--- config.mk ---
export PLATFORM = sky130hd
export DESIGN_NAME = mtse_prep
export DESIGN_NICKNAME = d
export VERILOG_FILES = /design/src/design/mtse_pkg.sv /design/src/design/mtse_prep.sv
export SDC_FILE = /design/constraint.sdc
export NUM_CORES = 1
export LEC_CHECK = 0
export ABC_AREA = 1
export BUFFER_PORTS_ARGS = -buffer_cell sky130_fd_sc_hd__buf_2
export CELL_PAD_IN_SITES_DETAIL_PLACEMENT = 2
export CELL_PAD_IN_SITES_GLOBAL_PLACEMENT = 2
export CORE_ASPECT_RATIO = 2
export CORE_MARGIN = 4
export CORE_UTILIZATION = 30
export DETAILED_ROUTE_END_ITERATION = 8
export GPL_ROUTABILITY_DRIVEN = 0
export PLACE_DENSITY = 0.67
export SLEW_MARGIN = 10
export SYNTH_ARGS = -nofsm -noshare
export SYNTH_HDL_FRONTEND = slang
export SYNTH_SLANG_ARGS = --single-unit
--- constraint.sdc ---
create_clock -name clk -period 15.1 [get_ports clk]
set_input_delay 1.51 -clock clk [delete_from_list [all_inputs] [get_ports clk]]
set_output_delay 1.51 -clock clk [all_outputs]
set_load 0.005 [all_outputs]
--- src/design/mtse_pkg.sv ---
package mtse_pkg;

  localparam int FRAC_BITS_DEF = 16;
  localparam int NUM_CELLS     = 8;
  localparam int NUM_ORDERS    = 7;
  localparam int NUM_MODES     = 14;
  localparam int MIN_ORDER     = 2;
  localparam int Q_FRAC        = 32;
  localparam int HALF_SH       = 16;

  localparam int DIST_W      = 17;
  localparam int MODE_W      = 4;
  localparam int U_W         = 33;
  localparam int ACC_W       = 44;
  localparam int PH_W        = ACC_W + HALF_SH + 2;
  localparam int PL_W        = ACC_W + HALF_SH + 1;
  localparam int PR_W        = ACC_W + DIST_W + 2;
  localparam int VAL_W       = 25;
  localparam int SLP_W       = 28;
  localparam int IN_TDATA_W  = 24;
  localparam int OUT_TDATA_W = 56;

  localparam logic [DIST_W-1:0] DIST_ONE = DIST_W'(1) << HALF_SH;
  localparam logic [U_W-1:0]    U_ONE    = U_W'(1) << Q_FRAC;

  localparam logic signed [VAL_W-1:0] VAL_MAX = {1'b0, {(VAL_W-1){1'b1}}};
  localparam logic signed [VAL_W-1:0] VAL_MIN = {1'b1, {(VAL_W-1){1'b0}}};
  localparam logic signed [SLP_W-1:0] SLP_MAX = {1'b0, {(SLP_W-1){1'b1}}};
  localparam logic signed [SLP_W-1:0] SLP_MIN = {1'b1, {(SLP_W-1){1'b0}}};

  localparam int ES_NUM   [NUM_CELLS+1] = '{1, -1, 3, -5, 35, -63, 231, -429, 6435};
  localparam int ES_LOG   [NUM_CELLS+1] = '{0, 1, 3, 4, 7, 8, 10, 11, 15};
  localparam int DISP_NUM [NUM_CELLS+1] = '{1, -3, 6, -10, 15, -21, 28, -36, 45};

  typedef logic signed [ACC_W-1:0] acc_t;

  typedef struct packed {
    logic [MODE_W-1:0] mode;
    logic [DIST_W-1:0] dist_q;
    logic [U_W-1:0]    u;
    acc_t              acc_g;
    acc_t              acc_s;
  } item_t;

  function automatic logic [MODE_W-1:0] order_of(input logic [MODE_W-1:0] mode);
    logic [MODE_W-1:0] n;
    if (mode < MODE_W'(NUM_ORDERS)) begin
      n = mode + MODE_W'(MIN_ORDER);
    end else begin
      n = mode - MODE_W'(NUM_ORDERS - MIN_ORDER);
    end
    return n;
  endfunction

  // c_k in Q.32, zero above the order of the mode
  function automatic acc_t coef_g(input logic [MODE_W-1:0] mode, input int k);
    acc_t c;
    if (k > int'(order_of(mode))) begin
      c = '0;
    end else if (mode >= MODE_W'(NUM_ORDERS)) begin
      c = ACC_W'(DISP_NUM[k]) <<< Q_FRAC;
    end else begin
      c = ACC_W'(ES_NUM[k]) <<< (Q_FRAC - ES_LOG[k]);
    end
    return c;
  endfunction

  // (k+1) c_(k+1) in Q.32
  function automatic acc_t coef_s(input logic [MODE_W-1:0] mode, input int k);
    acc_t c;
    c = coef_g(mode, k + 1) * acc_t'(k + 1);
    return c;
  endfunction

endpackage

--- src/design/mtse_prep.sv ---
module mtse_prep import mtse_pkg::*; (
  input  logic              clk,
  input  logic              rst_n,
  input  logic [MODE_W-1:0] split_mode,
  input  logic              in_valid,
  output logic              in_ready,
  input  logic [DIST_W-1:0] in_dist,
  output logic              out_valid,
  input  logic              out_ready,
  output item_t             out_item
);

  logic              v1_r, v2_r;
  logic              en1, en2;
  logic [DIST_W-1:0] dist1_r, dist1_nxt;
  logic [MODE_W-1:0] mode1_r;
  logic [2*DIST_W-1:0] sq;
  item_t             item2_r, item2_nxt;

  assign en2      = !v2_r || out_ready;
  assign en1      = !v1_r || en2;
  assign in_ready = en1;

  assign dist1_nxt = (in_dist > DIST_ONE) ? DIST_ONE : in_dist;
  assign sq        = dist1_r * dist1_r;

  always_comb begin
    item2_nxt.mode   = mode1_r;
    item2_nxt.dist_q = dist1_r;
    item2_nxt.u      = U_ONE - sq[U_W-1:0];
    item2_nxt.acc_g  = coef_g(mode1_r, NUM_CELLS);
    item2_nxt.acc_s  = '0;
  end

  always_ff @(posedge clk) begin
    if (!rst_n) begin
      v1_r <= 1'b0;
      v2_r <= 1'b0;
    end else begin
      if (en1) v1_r <= in_valid;
      if (en2) v2_r <= v1_r;
    end
  end

  always_ff @(posedge clk) begin
    if (en1) begin
      dist1_r <= dist1_nxt;
      mode1_r <= split_mode;
    end
    if (en2) item2_r <= item2_nxt;
  end

  assign out_valid = v2_r;
  assign out_item  = item2_r;

  assert property (@(posedge clk) disable iff (!rst_n)
    (in_valid && in_ready && (in_dist > DIST_ONE)) |=> (dist1_r == DIST_ONE))
    else $error("distance not clamped");

  assert property (@(posedge clk) disable iff (!rst_n)
    v2_r |-> (item2_r.u <= U_ONE))
    else $error("u out of range");

endmodule

# Yosys cells after proc, flatten, opt, wreduce, memory -nomap -nowiden
# Cells that the tools add are included.
[classes] n_lt_le_gt_ge=4 n_mul=1 n_addsub=3 n_mux=2 reduce_logical=4
[op_table] op="38-bit 2-to-1 mux" count=1
[op_table] op="17-bit by 17-bit multiplier with 33-bit output" count=1
[op_table] op="33-bit subtractor (first input constant)" count=1
[op_table] op="17-bit > comparator (second input constant)" count=1
[op_table] op="4-bit by 2-bit adder with 4-bit output (second input constant)" count=1
[op_table] op="4-bit by 3-bit >= comparator with 1-bit output (second input constant)" count=1
[op_table] op="4-bit > comparator (first input constant)" count=1
[op_table] op="4-bit by 3-bit < comparator with 1-bit output (second input constant)" count=1
[op_table] op="4-bit 2-to-1 mux" count=1
[op_table] op="4-bit by 3-bit subtractor with 4-bit output (second input constant)" count=1
[op_table] op="1-bit logical NOT" count=2
[op_table] op="1-bit logical OR" count=2
[word_totals] reg_bits=121 inputBits=25 word_cells=22 out_inout_bits=144

# Longest topological paths before layout
[depth] word_depth=3 ltp_mapped=26 depth_no_buf=24

# Worst setup path after synthesis
# No wires, ideal clock.
[synth_path] path_kind="register to register" from="reg dist1_r[13]" to="reg item2_r (netlist bit out_item[118]) (data pin)" period_less_slack_ps=5420 required_time_ps=14848 path_stages_with_launch=23 t_arrival_ps=5167 setup_ps=252 path_buffers=2 slack_ps=9680 cell_sequence="edfxtp_1 > clkbuf_1 > clkbuf_1 > nand2_1 > fa_1 > inv_1 > fa_1 > inv_1 > fa_1 > fa_1 > fa_1 > inv_1 > fa_1 > inv_1 > ha_1 > nand2_1 > inv_1 > a21oi_1 > nand2_1 > a21oi_1 > nand2_1 > nand2_1 > nand2_1"
[synth_lines] element="from (decl)" line="mtse_prep.sv:15" source="logic [DIST_W-1:0] dist1_r, dist1_nxt;"
[synth_lines] element="from (signal assigned)" line="mtse_prep.sv:47" source="dist1_r <= dist1_nxt;"
[synth_lines] element="to (signal assigned)" line="mtse_prep.sv:50" source="if (en2) item2_r <= item2_nxt;"
[synth_lines] element="to (decl)" line="mtse_prep.sv:18" source="item_t item2_r, item2_nxt;"

==> results.tsv <==
stage	metric	value	unit
floorplan	row count	107	
placement	pre-CTS setup slack	8.684	ns
setup_path	arrival time at the worst endpoint	6.48	ns
routing	DRT met1 WL	12820	um
setup_path	kind of start point of the critical path	register	
hold_path	hold crit path type	reg -> reg	
logic_synthesis	number of different library cells in the post-synthesis netlist	28	
clock_network	buffer cell driving the clock tree root	clkbuf_16	
logic_synthesis	Post-Synthesis Cell Area	12850	um^2
routing	final wirelength	39300	um
timing	number of endpoints with negative hold slack in the final report	0	
logic_synthesis	sequential element share of the synthesized area	17.83	%
setup_path	Worst R2R Path Depth	22	
logic_synthesis	EDFF count, synth	75	
setup_path	nature of the critical path endpoint	register	
pwr	Cell Int Power	0.001309	W
setup_path	worst-path maximum fanout	19	
setup_path	worst setup path end	out_item[112]	
setup_path	kind of cell with the highest combined delay on the critical path	adder cells	
timing	setup repair after global routing missed its margin	no	
routing	initial detailed-routing violation count	195	
setup_path	total stage count of the critical path	22	
floorplan	die boundary width	154.4	um
placement	count of input and output buffers	90	
pwr	share of power burned in the clock network	7.3	%
setup_path	endpoint of the lowest-slack register-to-register path	out_item[112]	
routing	Met2 Routed Length	24030	um
setup_path	cell seen most often among critical-path stages	nand2_1	
routing	post-route antenna net violation count	0	
cells_and_area	nets@finish	1963	
hold_path	worst min-delay path startpoint	v1_r	
timing	worst slew slack as a fraction of its limit	23.51	%
pwr	Switching Share	57.74	%
clock_network	number of setup buffers added after CTS	0	
routing	final routed DRC violation total	0	
timing	Final Hold Slack	0.4530	ns
timing	maximum clock skew at final layout	0.01454	ns
setup_path	data required time at the worst endpoint	15.23	ns
cells_and_area	Syn-to-layout area delta	7.416	%
pwr	power density of the placed cells	224.4	nW/um^2
logic_synthesis	Seq cells post-synth	77	
pwr	proportion of power drawn by flip-flops and latches	13.6	%
clock_network	TritonCTS clock tree	yes	
setup_path	Crit. Startpoint	dist1_r[9]	
setup_path	worst reg-to-reg setup slack	8.74	ns
clock_network	H-tree depth reported by CTS	3	
setup_path	Max stage delay cell, worst path	edfxtp_1	
timing	Total Negative Setup Slacks	0	ns
global_route	largest net degree at the start of global routing	30	
outcome	run status	completed	
clock_network	clock-pin slew on the worst setup and hold paths	0.08	ns
floorplan	area of the core region	42440	um^2
placement	half-perimeter wire length after detailed placement	33630	um
pwr	P_leak	7.971	nW
setup_path	crit path kind	reg -> reg	
setup_path	r2r startpoint	dist1_r[9]	
routing	met3 wirelength from detailed routing	1024	um
timing	fmax	0.1573	GHz
routing	Vias/cell	4.388	
logic_synthesis	cell count after synthesis	1551	
flow_run	Maximum Capacitance Violations	0	
logic_synthesis	post-synthesis average cell area	8.288	um^2
pwr	switching power of the nets	0.001789	W
clock_network	clock sink count	77	
cells_and_area	Antenna Diode Count	0	
clock_network	cts bufs inserted	9	
routing	via count	9496	
timing	measured slew at the worst slew-check pin	1.147	ns
routing	highest metal layer with signal wires	met4	
routing	number of iterations in the first detailed-routing pass	4	
timing	final worst path period need	6.359	ns
timing	final setup violation count	0	
logic_synthesis	yosys synthesis warning count	0	
floorplan	Ports	169	
global_route	wire length of the first global-routing pass	61960	um
timing	worst path setup slack after routing	8.741	ns
clock_network	Max clock buf depth	2	
clock_network	CTS-repair resized insts	0	
logic_synthesis	share of synthesized registers carrying an async set or reset	0	%
pwr	Max rail drop VDD	0.09575	mV
clock_network	insertion delay of the later-clocked pin in the worst-skew pair	0.37	ns
cells_and_area	leading cell type in the layout, fill and taps excluded	inv_1	
floorplan	Initial Util	30.29	%
setup_path	maximum cell stage delay along the critical path	1.08	ns
setup_path	number of buffers and inverters on the critical path	6	
floorplan	die span in y	300.7	um
timing	final cycle utilization of the critical path	42.11	%
global_route	vias in the first global route	11530	
global_route	remaining global-route overflow	0	
clock_network	count of hold buffers inserted by post-cts repair	0	
timing	max-slew violations	0	
global_route	Tot GR Track Use	17.61	%
setup_path	cell-by-cell trace of the critical path	nand2_1 -> fa_1 -> inv_1 -> fa_1 -> fa_1 -> inv_1 -> fa_1 -> fa_1 -> inv_1 -> fa_1 -> inv_1 -> ha_1 -> nand2_1 -> inv_1 -> nand2_1 -> inv_1 -> a21oi_1 -> nand2_2 -> nand2_1 -> nand2_1 -> nand2_1 -> nand2_1	
cells_and_area	commonest cells after routing, fill and taps aside	493 x inv_1, 350 x nand2_1, 201 x fa_1	
cells_and_area	share of final-layout standard cells stronger than drive strength 1	7.844	%
global_route	initial antenna violation count	0	
pwr	share of total power in combinational logic	79.1	%
routing	average detailed-routed wire length per instance	18.16	um
floorplan	Die Footprint	46430	um^2
logic_synthesis	primary flip-flop cell chosen by synthesis mapping	edfxtp_1	
==> kinds of logic (layout without fill, tap and decap cells) <==
kind of cell / count (synthesis) / in the layout / synth area share, %
other cells: 1 / 78 / 0.02917
buf+inv: 617 / 608 / 20.77
flops: 77 / 77 / 17.83
compound gates: 34 / 34 / 1.479
xor+xnor: 30 / 30 / 2.044
fa+ha+maj: 324 / 324 / 43.27
simple gates: 468 / 468 / 14.57
==> worst reg2reg max path, stage by stage, from the launching register on <==
cell      delay (ns)
edfxtp_1        1.08
nand2_1         0.26
fa_1            0.61
inv_1           0.06
fa_1            0.53
fa_1            0.52
inv_1           0.06
fa_1            0.52
fa_1            0.54
inv_1           0.06
fa_1            0.48
inv_1           0.04
ha_1            0.36
nand2_1         0.16
inv_1           0.07
nand2_1         0.10
inv_1           0.09
a21oi_1         0.18
nand2_2         0.12
nand2_1         0.12
nand2_1         0.06
nand2_1         0.06
nand2_1         0.05
==> power by group through the flow <==
| stage | Clock [W] | Sequential, W | Combinational, W |
|---|---|---|---|
| 3_3_place_gp | 0 | 0.000429 | 0.00245 |
| 4_1_cts | 0.000238 | 0.000424 | 0.00255 |
| 5_1_grt | 0.000242 | 0.000428 | 0.00283 |
| 3_5_place_dp | 0 | 0.000427 | 0.00252 |
| 6_report | 0.000225 | 0.000421 | 0.00245 |
| 2_1_floorplan | 0 | 0.000405 | 0.00168 |
==> synth_stat cells (all sizes together) (2+ instances only) <==
cell type	count	share of area, %
inv	493	14
nand2	359	11
fa	201	31
ha	123	12
buf	98	5.6
edfxtp	75	18
nor2	65	2.0
nand3	28	1.2
clkbuf	26	0.76
a21oi	23	0.90
xor2	21	1.4
xnor2	9	0.61
nand4	7	0.34
nor3	5	0.19
o21ai	5	0.19
a21o	3	0.18
dfxtp	2	0.31
nor4	2	0.097
o21bai	2	0.12
==> worst min-delay path by stage <==
| stage | end | slack (ns) | depth (start not counted) |
|---|---|---|---|
| global placement | out_valid | 0.44 | 2 |
| detailed placement | out_valid | 0.46 | 2 |
| CTS | out_valid | 0.45 | 2 |
| floorplan | out_item[125] | 0.42 | 0 |
| global route | out_valid | 0.47 | 2 |
| finish | out_valid | 0.45 | 2 |
==> cell type report <==
class	instances	area, um^2
fill	4921	28630
inverter	493	1851
clock buffer	9	225.2
timing repair buffer	99	518.0
multi-input combinational	934	8184
clock inverter	7	56.30
tap	545	681.9
sequential	77	2292
==> flip-flops by register name, summed over array words and instances, names as in the netlist <==
| register | cells |
|---|---|
| v1_r | 1 |
| dist1_r | 17 |
| mode1_r | 4 |
| out_item | 54 |
| out_valid | 1 |
==> metrics by stage <==
step / total power (W) / utilization (%) / cell area (um^2) / std cells
floorplan: 0.002080 / - / 13140 / 1628
global placement: 0.002878 / 31.87 / 13530 / 2148
detailed placement: 0.002951 / 31.87 / 13530 / 2148
CTS: 0.003207 / 32.54 / 13810 / 2164
global route: 0.003502 / 32.54 / 13810 / 2164
finish: 0.003099 / 32.54 / 13810 / 2164
==> layer usage <==
metal	GRT usage (%)	vias to the layer above
met3	1.798	52
met1	16.88	4885
met4	6.588	0
met2	37.07	185
li1	-	4374
met5	0	-
Note: power is estimated with default switching activity, not from simulation.
