<file path="config.mk">
export PLATFORM = sky130hd
export DESIGN_NAME = mtse_post
export DESIGN_NICKNAME = d
export VERILOG_FILES = /design/src/design/mtse_pkg.sv /design/src/design/mtse_post.sv
export SDC_FILE = /design/constraint.sdc
export NUM_CORES = 2
export LEC_CHECK = 0
export ABC_AREA = 1
export BUFFER_PORTS_ARGS = -buffer_cell sky130_fd_sc_hd__buf_4
export CAP_MARGIN = 5
export CORE_UTILIZATION = 60
export DETAILED_ROUTE_END_ITERATION = 10
export PLACE_DENSITY = 0.82
export SKIP_LAST_GASP = 1
export SLEW_MARGIN = 30
export SYNTH_ARGS = -nofsm -noshare
export SYNTH_HDL_FRONTEND = slang
export SYNTH_SLANG_ARGS = --single-unit
</file>
<file path="constraint.sdc">
create_clock -name clk -period 9.1 [get_ports clk]
set_clock_uncertainty 0.15 [all_clocks]
set_input_delay 1.365 -clock clk [delete_from_list [all_inputs] [get_ports clk]]
set_output_delay 1.365 -clock clk [all_outputs]
set_load 0.005 [all_outputs]
</file>
<file path="src/design/mtse_pkg.sv">
package mtse_pkg;

  localparam int FRAC_BITS_DEF = 16;
  localparam int NUM_CELLS     = 8;
  localparam int NUM_ORDERS    = 7;
  localparam int NUM_MODES     = 14;
  localparam int MIN_ORDER     = 2;
  localparam int Q_FRAC        = 32;
  localparam int HALF_SH       = 16;

  localparam int DIST_W      = 17;
  localparam int MODE_W      = 4;
  localparam int U_W         = 33;
  localparam int ACC_W       = 44;
  localparam int PH_W        = ACC_W + HALF_SH + 2;
  localparam int PL_W        = ACC_W + HALF_SH + 1;
  localparam int PR_W        = ACC_W + DIST_W + 2;
  localparam int VAL_W       = 25;
  localparam int SLP_W       = 28;
  localparam int IN_TDATA_W  = 24;
  localparam int OUT_TDATA_W = 56;

  localparam logic [DIST_W-1:0] DIST_ONE = DIST_W'(1) << HALF_SH;
  localparam logic [U_W-1:0]    U_ONE    = U_W'(1) << Q_FRAC;

  localparam logic signed [VAL_W-1:0] VAL_MAX = {1'b0, {(VAL_W-1){1'b1}}};
  localparam logic signed [VAL_W-1:0] VAL_MIN = {1'b1, {(VAL_W-1){1'b0}}};
  localparam logic signed [SLP_W-1:0] SLP_MAX = {1'b0, {(SLP_W-1){1'b1}}};
  localparam logic signed [SLP_W-1:0] SLP_MIN = {1'b1, {(SLP_W-1){1'b0}}};

  localparam int ES_NUM   [NUM_CELLS+1] = '{1, -1, 3, -5, 35, -63, 231, -429, 6435};
  localparam int ES_LOG   [NUM_CELLS+1] = '{0, 1, 3, 4, 7, 8, 10, 11, 15};
  localparam int DISP_NUM [NUM_CELLS+1] = '{1, -3, 6, -10, 15, -21, 28, -36, 45};

  typedef logic signed [ACC_W-1:0] acc_t;

  typedef struct packed {
    logic [MODE_W-1:0] mode;
    logic [DIST_W-1:0] dist_q;
    logic [U_W-1:0]    u;
    acc_t              acc_g;
    acc_t              acc_s;
  } item_t;

  function automatic logic [MODE_W-1:0] order_of(input logic [MODE_W-1:0] mode);
    logic [MODE_W-1:0] n;
    if (mode < MODE_W'(NUM_ORDERS)) begin
      n = mode + MODE_W'(MIN_ORDER);
    end else begin
      n = mode - MODE_W'(NUM_ORDERS - MIN_ORDER);
    end
    return n;
  endfunction

  // c_k in Q.32, zero above the order of the mode
  function automatic acc_t coef_g(input logic [MODE_W-1:0] mode, input int k);
    acc_t c;
    if (k > int'(order_of(mode))) begin
      c = '0;
    end else if (mode >= MODE_W'(NUM_ORDERS)) begin
      c = ACC_W'(DISP_NUM[k]) <<< Q_FRAC;
    end else begin
      c = ACC_W'(ES_NUM[k]) <<< (Q_FRAC - ES_LOG[k]);
    end
    return c;
  endfunction

  // (k+1) c_(k+1) in Q.32
  function automatic acc_t coef_s(input logic [MODE_W-1:0] mode, input int k);
    acc_t c;
    c = coef_g(mode, k + 1) * acc_t'(k + 1);
    return c;
  endfunction

endpackage

</file>
<file path="src/design/mtse_post.sv">
module mtse_post import mtse_pkg::*; #(
  parameter int FRAC_BITS = FRAC_BITS_DEF
) (
  input  logic                    clk,
  input  logic                    rst_n,
  input  logic                    in_valid,
  output logic                    in_ready,
  input  item_t                   in_item,
  output logic                    out_valid,
  input  logic                    out_ready,
  output logic signed [VAL_W-1:0] out_value,
  output logic signed [SLP_W-1:0] out_slope,
  output logic                    out_bad
);

  localparam int SH_G = Q_FRAC - FRAC_BITS;
  localparam int SH_S = Q_FRAC + HALF_SH - FRAC_BITS;
  localparam logic signed [ACC_W:0]  G_RND = (ACC_W+1)'(1) <<< (SH_G - 1);
  localparam logic signed [PR_W-1:0] S_RND = PR_W'(1) <<< (SH_S - 1);

  logic                    v1_r, v2_r, en1, en2;
  logic                    bad, bad1_r, bad2_r;
  logic signed [VAL_W-1:0] val1_r, val1_nxt, val2_r;
  logic signed [SLP_W-1:0] slp2_r, slp2_nxt;
  logic signed [PR_W-1:0]  prod1_r, s_sum, s_q;
  logic signed [ACC_W:0]   g_sum, g_q;
  logic signed [DIST_W+1:0] two_r;

  assign en2      = !v2_r || out_ready;
  assign en1      = !v1_r || en2;
  assign in_ready = en1;

  assign bad   = in_item.mode >= MODE_W'(NUM_MODES);
  assign two_r = $signed({1'b0, in_item.dist_q, 1'b0});
  assign g_sum = (ACC_W+1)'($signed(in_item.acc_g)) + G_RND;
  assign g_q   = g_sum >>> SH_G;

  always_comb begin
    if (bad) begin
      val1_nxt = '0;
    end else if (g_q > (ACC_W+1)'(VAL_MAX)) begin
      val1_nxt = VAL_MAX;
    end else if (g_q < (ACC_W+1)'(VAL_MIN)) begin
      val1_nxt = VAL_MIN;
    end else begin
      val1_nxt = g_q[VAL_W-1:0];
    end
  end

  assign s_sum = prod1_r + S_RND;
  assign s_q   = s_sum >>> SH_S;

  always_comb begin
    if (bad1_r) begin
      slp2_nxt = '0;
    end else if (s_q > PR_W'(SLP_MAX)) begin
      slp2_nxt = SLP_MAX;
    end else if (s_q < PR_W'(SLP_MIN)) begin
      slp2_nxt = SLP_MIN;
    end else begin
      slp2_nxt = s_q[SLP_W-1:0];
    end
  end

  always_ff @(posedge clk) begin
    if (!rst_n) begin
      v1_r <= 1'b0;
      v2_r <= 1'b0;
    end else begin
      if (en1) v1_r <= in_valid;
      if (en2) v2_r <= v1_r;
    end
  end

  always_ff @(posedge clk) begin
    if (en1) begin
      bad1_r  <= bad;
      val1_r  <= val1_nxt;
      prod1_r <= $signed(in_item.acc_s) * two_r;
    end
    if (en2) begin
      bad2_r <= bad1_r;
      val2_r <= val1_r;
      slp2_r <= slp2_nxt;
    end
  end

  assign out_valid = v2_r;
  assign out_value = val2_r;
  assign out_slope = slp2_r;
  assign out_bad   = bad2_r;

  assert property (@(posedge clk) disable iff (!rst_n)
    (v2_r && bad2_r) |-> ((val2_r == '0) && (slp2_r == '0)))
    else $error("undefined mode gave non-zero result");

  assert property (@(posedge clk) disable iff (!rst_n)
    (v1_r && !en2) |=> (v1_r && $stable(prod1_r) && $stable(val1_r)))
    else $error("stalled result stage changed");

endmodule

</file>
# --- Word-level counts from Yosys, hierarchy flattened ---
# Index checks and enable logic that the tools add are counted.
op_classes:
  n_mux: 4
  n_mul: 1
  magnitude_cmp: 5
  reduce_logical: 6
  add_sub_neg: 2
ops:
  columns: ["operator", "count"]
  rows:
  - ["63-bit by 33-bit adder with 63-bit output (second input constant)", 1]
  - ["44-bit by 18-bit multiplier with 62-bit output", 1]
  - ["44-bit by 17-bit adder with 45-bit output (second input constant)", 1]
  - ["31-bit by 28-bit greater-than comparator with 1-bit output (second input constant)", 1]
  - ["31-bit by 28-bit less-than comparator with 1-bit output (second input constant)", 1]
  - ["29-bit by 25-bit greater-than comparator with 1-bit output (second input constant)", 1]
  - ["29-bit by 25-bit less-than comparator with 1-bit output (second input constant)", 1]
  - ["28-bit two-way mux", 1]
  - ["27-bit two-way mux", 1]
  - ["25-bit two-way mux", 1]
  - ["24-bit two-way mux", 1]
  - ["4-bit >= comparator (second input constant)", 1]
  - ["2-bit OR reduction", 2]
  - ["1-bit logical NOT", 2]
  - ["1-bit logical OR", 2]
totals:
  input_bits: 146
  wordCells: 28
  ff_bits: 144

# --- Logic depth before layout (Yosys ltp) ---
depth:
  ltp_word: 4
  ltp_mapped: 30
  depth_no_buf: 28

# --- Worst setup path after synthesis ---
# No wires, ideal clock.
synth_timing:
  path_kind: "input-to-reg"
  from: "input port in_item[43] in the netlist's numbering"
  to: "register prod1_r[59], data pin"
  required_ps: 8698
  n_path_buf: 2
  setup_slack_ps: 2096
  setup_ps: 252
  path_stages: 22
  arrival_time_ps: 6601
  path_cell_list: "clkbuf_1 -> clkbuf_1 -> nand2_1 -> inv_1 -> fa_1 -> fa_1 -> inv_1 -> fa_1 -> fa_1 -> fa_1 -> fa_1 -> inv_1 -> ha_1 -> inv_1 -> o21ai_0 -> a21o_1 -> a21oi_1 -> nand2_1 -> a21oi_1 -> nand2_1 -> nand2_1 -> nand2_1"
synth_between:
  elab_chain_cells: 1
synth_rtl:
  columns: ["element", "line", "text"]
  rows:
  - ["start, declared", "mtse_post.sv:8", "input item_t in_item,"]
  - ["44-bit by 18-bit multiplier with 62-bit output", "mtse_post.sv:79", "prod1_r <= $signed(in_item.acc_s) * two_r;"]
  - ["end signal, assigned", "mtse_post.sv:79", null]
  - ["end, declared", "mtse_post.sv:25", "logic signed [PR_W-1:0] prod1_r, s_sum, s_q;"]
# Every way passes these cells.
# A chain may end at the register's enable or synchronous reset.

# --- Worst setup path in the final report ---
layout_timing:
  from: "input port in_item[124] in the netlist's numbering"
  to: "register prod1_r[58], data pin"
# The elaborated chain is that of the path after synthesis.

==> insert_results.sql <==
INSERT INTO impl_metrics (metric_group, metric, value, unit) VALUES
('worst_setup_path', 'critical_path_peak_fanout', '44', ''),
('die', 'coreArea', '53900', 'µm²'),
('layout', 'postLayoutCellArea', '34700', 'µm²'),
('worst_setup_path', 'worst-endpoint-required', '9.11', 'ns'),
('worst_setup_path', 'type_of_origin_of_the_critical_path', 'input port', ''),
('drt', 'via_count', '26000', ''),
('drt', 'avgRoutedWirePerCell', '16.3', 'µm'),
('global_routing', 'grt_antenna_before_repair', '0', ''),
('clock_network', 'tritoncts', 'done', ''),
('timing', 'hold_ws', '0.267', 'ns'),
('timing', 'finalWorstSetupSlack', '1.59', 'ns'),
('clock_network', 'clock_tree.htree_level_count', '4', ''),
('clock_network', 'root_buffer', 'sky130_fd_sc_hd__clkbuf_16', ''),
('worst_setup_path', 'crit-reg2reg-launch', 'prod1_r[31]', ''),
('worst_setup_path', 'worstSetupEndpointType', 'register', ''),
('logic_synthesis', 'synth.area.mux_share', '0', '%'),
('clock_network', 'clk_transition_reported_paths', '0.06', 'ns'),
('hold_path', 'worst_hold_path.num_cells', '0', ''),
('logic_synthesis', 'share_of_synthesized_area_occupied_by_flip_flops_and_latches', '10.4', '%'),
('placed_design', 'placed_cell_area', '34100', 'µm²'),
('worst_setup_path', 'rrSetupSlack', '6.59', 'ns'),
('logic_synthesis', 'yosys.area_share.adder', '48.1', '%'),
('logic_synthesis', 'postSynthRegisterBits', '114', ''),
('timing', 'max_slew.worst_pin.slew', '0.780', 'ns'),
('logic_synthesis', 'synth_area_leader_cell', 'sky130_fd_sc_hd__fa_1', ''),
('logic_synthesis', 'yosys.area_share.simple', '20.0', '%'),
('logic_synthesis', 'post_synth_instance_area', '32800', 'µm²'),
('clock_network', 'worstSkewPairLatency', '0.41', 'ns'),
('die', 'die_x', '236', 'µm'),
('global_routing', 'grt.overflow.total', '0', ''),
('worst_setup_path', 'timing.rr.end', 'out_slope[13]', ''),
('placed_design', 'place.detailed.hpwl', '67.1', 'mm'),
('layout', 'layout_commonest_cell', 'sky130_fd_sc_hd__inv_1', ''),
('clock_network', 'resized_after_cts', '0', ''),
('timing', 'report.final.slew_viol_count', '0', ''),
('clock_network', 'clock_sinks', '114', ''),
('logic_synthesis', 'synth_top_area_share', '42.7', '%'),
('die', 'fp.dieH', '236', 'µm'),
('timing', 'setup_viol', '0', ''),
('timing', 'grt_setup_unrepaired', 'false', ''),
('layout', 'nNetsFinal', '5305', ''),
('drt', 'route.detailed.drc', '0', ''),
('layout', 'final_layout_size_suffix_gt1_share', '5.17', '%'),
('drt', 'drt_iter0_drc', '1743', ''),
('global_routing', 'wire_length_of_the_first_global_routing_pass', '138', 'mm'),
('worst_setup_path', 'reg2reg_depth', '11', ''),
('drt', 'vias_per_cell', '5.18', ''),
('logic_synthesis', 'synthesis.yosys.warnings', '0', ''),
('worst_setup_path', 'cpMostUsedCell', 'sky130_fd_sc_hd__fa_1', ''),
('hold_path', 'hold_path_class', 'reg2reg', ''),
('worst_setup_path', 'setup.worst_path.end', 'prod1_r[58]', ''),
('clock_network', 'post_cts.repair.setup_buffers', '0', ''),
('status', 'outcome', 'completed', ''),
('timing', 'setup-tns-final', '0', 'ns'),
('worst_setup_path', 'worst_setup_path_startpoint', 'in_item[124]', ''),
('layout', 'areaGrowthSynthToFinish', '5.79', '%'),
('layout', 'fill_cells', '4582', ''),
('logic_synthesis', 'combinational_family_with_the_most_area_after_synthesis', 'adder cells', ''),
('logic_synthesis', 'syn_avg_cell_area', '7.58', 'µm²'),
('worst_setup_path', 'worst_ep_arrival_time', '7.52', 'ns'),
('clock_network', 'cts_max_path_buffers', '2', ''),
('clock_network', 'cts-hold-fix-buffers', '0', ''),
('worst_setup_path', 'critPathKind', 'in2reg', ''),
('worst_setup_path', 'worst_path_largest_cell_delay', '0.89', 'ns'),
('global_routing', 'grt_pass1_vias', '28200', ''),
('drt', 'wl', '81.9', 'mm'),
('timing', 'timing.final.hold_violations', '0', ''),
('drt', 'final_antenna_net_count', '0', ''),
('timing', 'post_route_clock_period_utilization', '82.5', '%'),
('placed_design', 'post-place-ws', '1.23', 'ns'),
('logic_synthesis', 'number_of_distinct_library_cell_variants_in_the_gate_level_netlist_after_synthesis', '37', '');
==> final cells by class <==
cell class                      instances  area [µm²]  share of cell area [%]
Multi-Input combinational cell       2701       23700                    68.3
Inverter                             1327        4980                    14.4
Sequential cell                       114        3400                    9.82
Timing Repair Buffer                  158        1190                    3.42
Tap cell                              696         871                    2.51
Clock buffer                           17         425                    1.23
Clock inverter                         15         124                   0.357
==> worst min-delay path by stage <==
stage                    start            end
finish               val1_r[7]   out_value[7]
global route         val1_r[8]   out_value[8]
CTS                  val1_r[6]   out_value[6]
detailed placement  val1_r[14]  out_value[14]
global placement    val1_r[20]  out_value[20]
floorplan            val1_r[0]   out_value[0]
==> metrics by stage <==
step	instances	util [%]
after floorplan	4325	-
after global placement	4996	63.3
after detailed placement	4996	63.3
after CTS	5028	64.3
after global routing	5028	64.3
final	5028	64.3
==> state kept, by name, indices dropped and copies added, names as in the netlist <==
register   count
val1_r        25
v1_r           1
out_valid      1
bad1_r         1
out_bad        1
out_slope     28
out_value     25
prod1_r       32
==> synthesized netlist by cell type (all sizes together) <==
library cell and n:
a31oi 1, and3 3, xnor2 26, and2 1, buf 9, nand2 1270, inv 1327, edfxtp 112
ha 141, a21o 3, nand4 20, o211ai 1, o21a 2, o21bai 14, fa 699, nor3 24
nor2 205, or2 2, o21ai 45, nor3b 2, nand3 122, xor2 36, clkbuf 174, dfxtp 2
nor4 1, a21oi 83
==> kinds of logic (layout without fill, tap and decap cells) <==
logic type                 after synthesis  count (layout)
buffers and inverters                 1510            1517
and+or+nand+nor                       1650            1650
AOI/OAI and AO/OA                      149             149
xor gates and xnor gates                62              62
adders and majority gates              840             840
DFF                                    114             114
==> per-layer routing <==
layer | track usage, % | part of all wire (%) | vias up | wire [µm]
li1 | - | - | 12100 | -
met1 | 41.2 | 41 | 12700 | 33400
met2 | 52.9 | 48 | 1085 | 39400
met3 | 5.37 | 8.5 | 178 | 7000
met4 | 9.25 | 2.5 | 0 | 2080
met5 | 0 | 0 | - | 0
==> critical path, delay by kind of cell <==
kind	cells	cell delay, ns
adders and majority gates	7	3.89
and+or+nand+nor	9	1.32
buffers and inverters	5	0.91
Power is left out: the tool's default activity adds up to more than one toggle a clock period on the data nets, which glitch-free logic cannot reach.
